[src/rtl/odr_pkg.sv]
// ----------------------------------------------------------------------------
// odr_pkg
// Shared types, constants and tables of the dead-reckoning pose integrator.
// ----------------------------------------------------------------------------
package odr_pkg;

  localparam int TABLE_LEN         = 24;
  localparam int STEP_W            = 5;
  localparam int CORDIC_STEPS_DEF  = 16;
  localparam int POSITION_BITS_DEF = 48;

  localparam int IO_POS_W  = 48;
  localparam int ANG_W     = 16;
  localparam int SPEED_W   = 16;
  localparam int TICK_W    = 16;
  localparam int CFG_IDX_W = 2;

  localparam int IN_DATA_W  = ANG_W + 2 * SPEED_W;
  localparam int OUT_DATA_W = 2 * IO_POS_W + ANG_W;

  // Q4.30 CORDIC working width and the angle accumulator width.
  localparam int CX_W = 34;
  localparam int CZ_W = 33;

  localparam logic signed [CX_W-1:0] CORDIC_GAIN_Q30 = 34'sd652032874;

  localparam logic signed [IO_POS_W-1:0] START_RESET = 48'sd250000000;
  localparam logic [TICK_W-1:0]          TICK_RESET  = 16'd5000;

  localparam logic CMD_CAPTURE   = 1'b0;
  localparam logic CMD_INTEGRATE = 1'b1;

  typedef enum logic [CFG_IDX_W-1:0] {
    REG_START_X = 2'd0,
    REG_START_Y = 2'd1,
    REG_TICK    = 2'd2
  } odr_reg_e;

  typedef enum logic [8:0] {
    ST_IDLE  = 9'b000000001,
    ST_LOAD  = 9'b000000010,
    ST_PREP  = 9'b000000100,
    ST_ROT   = 9'b000001000,
    ST_ROUND = 9'b000010000,
    ST_MULX  = 9'b000100000,
    ST_MULY  = 9'b001000000,
    ST_ACCY  = 9'b010000000,
    ST_OUT   = 9'b100000000
  } odr_state_e;

  typedef struct packed {
    logic              load_item;
    logic              capture;
    logic              prep;
    logic              rot_step;
    logic [STEP_W-1:0] step;
    logic              round;
    logic              mul_x;
    logic              mul_y;
    logic              acc_y;
    logic              load_out;
  } odr_cmd_t;

  // Arctangent of 2^-i as a 32-bit binary angle.
  function automatic logic [29:0] atan_turn32(input logic [STEP_W-1:0] idx);
    logic [29:0] a;
    case (idx)
      5'd0:    a = 30'd536870912;
      5'd1:    a = 30'd316933406;
      5'd2:    a = 30'd167458907;
      5'd3:    a = 30'd85004756;
      5'd4:    a = 30'd42667331;
      5'd5:    a = 30'd21354465;
      5'd6:    a = 30'd10679838;
      5'd7:    a = 30'd5340245;
      5'd8:    a = 30'd2670163;
      5'd9:    a = 30'd1335087;
      5'd10:   a = 30'd667544;
      5'd11:   a = 30'd333772;
      5'd12:   a = 30'd166886;
      5'd13:   a = 30'd83443;
      5'd14:   a = 30'd41722;
      5'd15:   a = 30'd20861;
      5'd16:   a = 30'd10430;
      5'd17:   a = 30'd5215;
      5'd18:   a = 30'd2608;
      5'd19:   a = 30'd1304;
      5'd20:   a = 30'd652;
      5'd21:   a = 30'd326;
      5'd22:   a = 30'd163;
      5'd23:   a = 30'd81;
      default: a = 30'd0;
    endcase
    return a;
  endfunction

endpackage

[src/rtl/odr_ctrl.sv]
// ----------------------------------------------------------------------------
// odr_ctrl
// Sequencer of the pose integrator: accepts requests, walks the CORDIC steps
// and the multiply/accumulate phases, and owns the result valid flag.
// ----------------------------------------------------------------------------
module odr_ctrl import odr_pkg::*; #(
  parameter int CORDIC_STEPS = CORDIC_STEPS_DEF
) (
  input  logic     clk_i,
  input  logic     rst_ni,
  input  logic     in_valid_i,
  output logic     in_ready_o,
  input  logic     in_cmd_i,
  output logic     out_valid_o,
  input  logic     out_ready_i,
  output odr_cmd_t cmd_o
);

  localparam int EFF_STEPS = (CORDIC_STEPS > TABLE_LEN) ? TABLE_LEN : CORDIC_STEPS;
  localparam logic [STEP_W-1:0] LAST_STEP = STEP_W'(EFF_STEPS - 1);

  odr_state_e        state_q, state_d;
  logic [STEP_W-1:0] step_q, step_d;
  logic              out_valid_q, out_valid_d;
  logic              out_free;

  assign in_ready_o  = (state_q == ST_IDLE);
  assign out_valid_o = out_valid_q;
  assign out_free    = !out_valid_q || out_ready_i;

  always_comb begin
    state_d     = state_q;
    step_d      = step_q;
    out_valid_d = out_valid_q;
    cmd_o       = '0;
    cmd_o.step  = step_q;

    if (out_valid_q && out_ready_i) begin
      out_valid_d = 1'b0;
    end

    unique case (state_q)
      ST_IDLE: begin
        if (in_valid_i) begin
          cmd_o.load_item = 1'b1;
          state_d = (in_cmd_i == CMD_CAPTURE) ? ST_LOAD : ST_PREP;
        end
      end
      ST_LOAD: begin
        cmd_o.capture = 1'b1;
        state_d = ST_OUT;
      end
      ST_PREP: begin
        cmd_o.prep = 1'b1;
        step_d  = '0;
        state_d = ST_ROT;
      end
      ST_ROT: begin
        cmd_o.rot_step = 1'b1;
        if (step_q == LAST_STEP) begin
          state_d = ST_ROUND;
        end else begin
          step_d = step_q + 1'b1;
        end
      end
      ST_ROUND: begin
        cmd_o.round = 1'b1;
        state_d = ST_MULX;
      end
      ST_MULX: begin
        cmd_o.mul_x = 1'b1;
        state_d = ST_MULY;
      end
      ST_MULY: begin
        cmd_o.mul_y = 1'b1;
        state_d = ST_ACCY;
      end
      ST_ACCY: begin
        cmd_o.acc_y = 1'b1;
        state_d = ST_OUT;
      end
      ST_OUT: begin
        // The finished pose waits here until the output register frees up.
        if (out_free) begin
          cmd_o.load_out = 1'b1;
          out_valid_d = 1'b1;
          state_d = ST_IDLE;
        end
      end
      default: begin
        state_d = ST_IDLE;
      end
    endcase
  end

  always_ff @(posedge clk_i or negedge rst_ni) begin
    if (!rst_ni) begin
      state_q     <= ST_IDLE;
      step_q      <= '0;
      out_valid_q <= 1'b0;
    end else begin
      state_q     <= state_d;
      step_q      <= step_d;
      out_valid_q <= out_valid_d;
    end
  end

endmodule

[config.mk]
export PLATFORM = sky130hd
export DESIGN_NAME = odr_ctrl
export DESIGN_NICKNAME = d
export VERILOG_FILES = /design/src/rtl/odr_pkg.sv /design/src/rtl/odr_ctrl.sv
export SDC_FILE = /design/constraint.sdc
export NUM_CORES = 1
export LEC_CHECK = 0
export ABC_CLOCK_PERIOD_IN_PS = 4000
export BUFFER_PORTS_ARGS = -buffer_cell sky130_fd_sc_hd__buf_2
export CORE_UTILIZATION = 50
export CTS_BUF_LIST = sky130_fd_sc_hd__clkbuf_2 sky130_fd_sc_hd__clkbuf_4 sky130_fd_sc_hd__clkbuf_8
export CTS_CLUSTER_SIZE = 8
export DETAILED_ROUTE_END_ITERATION = 8
export PLACE_DENSITY = 0.75
export SLEW_MARGIN = 20
export SYNTH_ARGS = -nofsm -noshare
export SYNTH_HDL_FRONTEND = slang
export SYNTH_SLANG_ARGS = --single-unit
[constraint.sdc]
create_clock -name clk_i -period 4 [get_ports clk_i]
set_input_delay 0.2 -clock clk_i [delete_from_list [all_inputs] [get_ports clk_i]]
set_output_delay 0.2 -clock clk_i [all_outputs]
set_load 0.02 [all_outputs]
==> results.md <==
- R2r startpoint: step_q[0]
- Most frequent cell after synthesis: dfrtp_1
- Post-synthesis register bit count: 15
- Die area: 1970 µm²
- Adder-Cell Fraction of Synth Area: 2.78%
- RSZ-0062 raised after global routing: no
- Unique cell type count in the Yosys netlist: 40
- Ys flop type: dfrtp_1
- Outcome: finished clean
- Power Dens Cells: 500 nW/µm²
- DP HPWL: 1.21 mm
- Setup TNS: 0 ns
- Cell taking the most area after synthesis: dfrtp_1
- Hold WC Path Type: in -> reg
- Worst VDD drop: 333 µV
- Synth warn: 0
- Number of synthesized flops with an enable pin: 0
- CP endpoint kind: primary output
- Largest net degree at the start of global routing: 16
- Root Driver: clkbuf_4
- Final std cells w/o fill: 132
- Register clock-pin slew on the reported worst setup and hold paths: 0.10 ns
- Syn Std Cell Area: 900 µm²
- Vias in the first global route: 673
- Wire per inst: 12.5 µm
- Post-synthesis mux area share: 1.11%
- Required time worst endpoint: 3.80 ns
- Fmax: 386 MHz
- Setup violators final: 0
- Setup Skew: 0.0132 ns
- Final-report hold violation count: 0
- Crit path DAT: 2.39 ns
- Overall Power: 503 µW
- Core Util, Final: 63.0%
- Max Root-Sink Buffers: 2
- Placed insts: 127
- Fin crit period: 2.59 ns
- Syn_nets: 98
- 1st-pass router iterations: 4
- Final nets: 116
- Initial antenna violation count: 0
- Initial Utilization: 56.4%
- Compound-gate portion of the synthesized area: 10.2%
- Min-delay src: in_cmd_i
- Top cells by area, synth: dfrtp_1 (39%), and3b_1 (3.9%), buf_4 (3.3%), dfstp_2 (2.9%), inv_1 (2.9%)
- GRT Util Overall: 20.7%
- Leakage: 0.000500 µW
- Core box area: 1590 µm²
- Register area share after synthesis: 41.9%
- H-tree depth: 1
- Worst-margin pin slew: 0.568 ns
- Mean Syn Cell Area: 9.89 µm²
- CP startpoint: state_q[4]
- Final GP Congestion: 0.829
- Initial DRC count: 10
- Placement Rows: 14
- Fraction of layout cells with a size suffix above 1: 27.8%
- Final worst path period share: 64.7%
- Detailed-route via count: 716
- CP Launch Type: flop
- Die height: 44.4 µm
- Post-synth top area share: 38.9%
- Total detailed-routing wirelength: 1.65 mm
- Gate Count Post-Synth: 91
- Port bufs: 20
- GR Overflow Total: 0
- Die Width: 44.4 µm
- Cts bufs inserted: 3
- Slew Limit Fails: 0
- I/O Pins: 21
- Setup Crit Path Kind: reg -> out
- Most instantiated cells after synthesis: dfrtp_1 (14), inv_1 (7), nor3_1 (5)
- CTS tree: done
- Final ANT Viol Nets: 0
- Avg Vias per Cell: 5.42
- # DRC: 0
- # clock sinks: 15
- First-pass GRT wire length: 2.97 mm
- Layout area overhead: 11.7%
- Slew headroom: 61.8%
- CP max FO: 10
- Asr flop ratio synth: 100%
- Max-cap violations: 0
- Main combinational cell family by area after synthesis: simple AND/OR/NAND/NOR gates
- Simple-gate portion of the synthesized area: 31.3%
- Antenna Cells: 0
- Clk Latency, worst-skew pair: 0.29 ns
- Synth Area in XOR/XNOR: 2.92%
-- placed cells by master (no fill, tap or decap), drive strengths merged, types with 2 or more instances in the layout --
master / instances
clkbuf: 3
nor4: 4
nand2b: 3
and3b: 4
dfrtp: 14
o21ai: 4
buf: 20
and3: 2
nor3: 5
xor2: 2
nor4b: 2
o22ai: 2
inv: 7
a21oi: 4
or4: 3
nand2: 3
or3: 3
or4b: 3
ha: 2
-- critical path, stage by stage (launching register included) --
cell and delay [ns]:
dfrtp_1 0.49, or3_1 0.48, or4_1 0.50, nor4b_1 0.40, buf_2 0.24
-- layout make-up --
cell class / count / area (µm²)
multi-input cells: 61 / 434
clock inverters: 1 / 5.00
repair buffers: 21 / 110
fillers: 140 / 589
inverters: 7 / 26.3
flip-flops and latches: 15 / 377
well taps: 24 / 30.0
clock buffers: 3 / 22.5
-- path summary, 6_finish.rpt --
| path | endpoint | slack (ns) | cells after the start |
|---|---|---|---|
| max reg2reg | state_q[0] | 1.72 | 7 |
| min | state_q[1] | 0.07 | 2 |
| min reg2reg | step_q[0] | 0.54 | 1 |
| max in group asynchronous | state_q[0] | 3.36 | 2 |
| min in group asynchronous | state_q[8] | 0.33 | 2 |
| max | cmd_o[1] | 1.41 | 4 |
-- layer usage --
layer  vias to the layer above  wire (µm)  global-route usage, %
met5                         -          0                      0
met4                         0          9                   8.48
met3                         2         63                   6.12
met2                        14        803                   35.3
met1                       329        769                   24.1
li1                        371          -                      -
-- cell families after synthesis --
logic type               Yosys count
AND/OR/NAND/NOR                   40
AO/OA/AOI/OAI                     15
buffers and inverters             15
flip-flops                        15
XOR/XNOR                           3
adder cells (fa/ha/maj)            2
multiplexers                       1
-- through the flow --
stage | worst slack (ns) | hold slack (ns) | cell area (µm²)
detailed placement | 1.76 | 0.120 | 967
global placement | 1.77 | 0.120 | 967
CTS | 1.42 | 0.0634 | 1000
finish | 1.41 | 0.0705 | 1000
floorplan | 1.45 | -0.0956 | 900
global route | 1.27 | 0.0724 | 1000
-- report_power, final --
| part | switching (µW) | internal, µW | leakage [µW] |
|---|---|---|---|
| clock | 50.8 | 37.2 | 0.0000177 |
| sequential | 36.6 | 178 | 0.000204 |
| combinational | 115 | 84.6 | 0.000278 |
| total | 203 | 300 | 0.000500 |
-- what timing repair did --
item | CTS | global route
endpoints found under the hold margin | 14 | 0
hold buffers | 1 | 0
gates resized for setup | 0 | 0
setup buffers | 0 | 0
-- registers in the layout, indices dropped and copies added, names as in the netlist --
register,flops
state_q,9
out_valid_o,1
step_q,5
No activity file was read; power rests on OpenSTA's default activity.
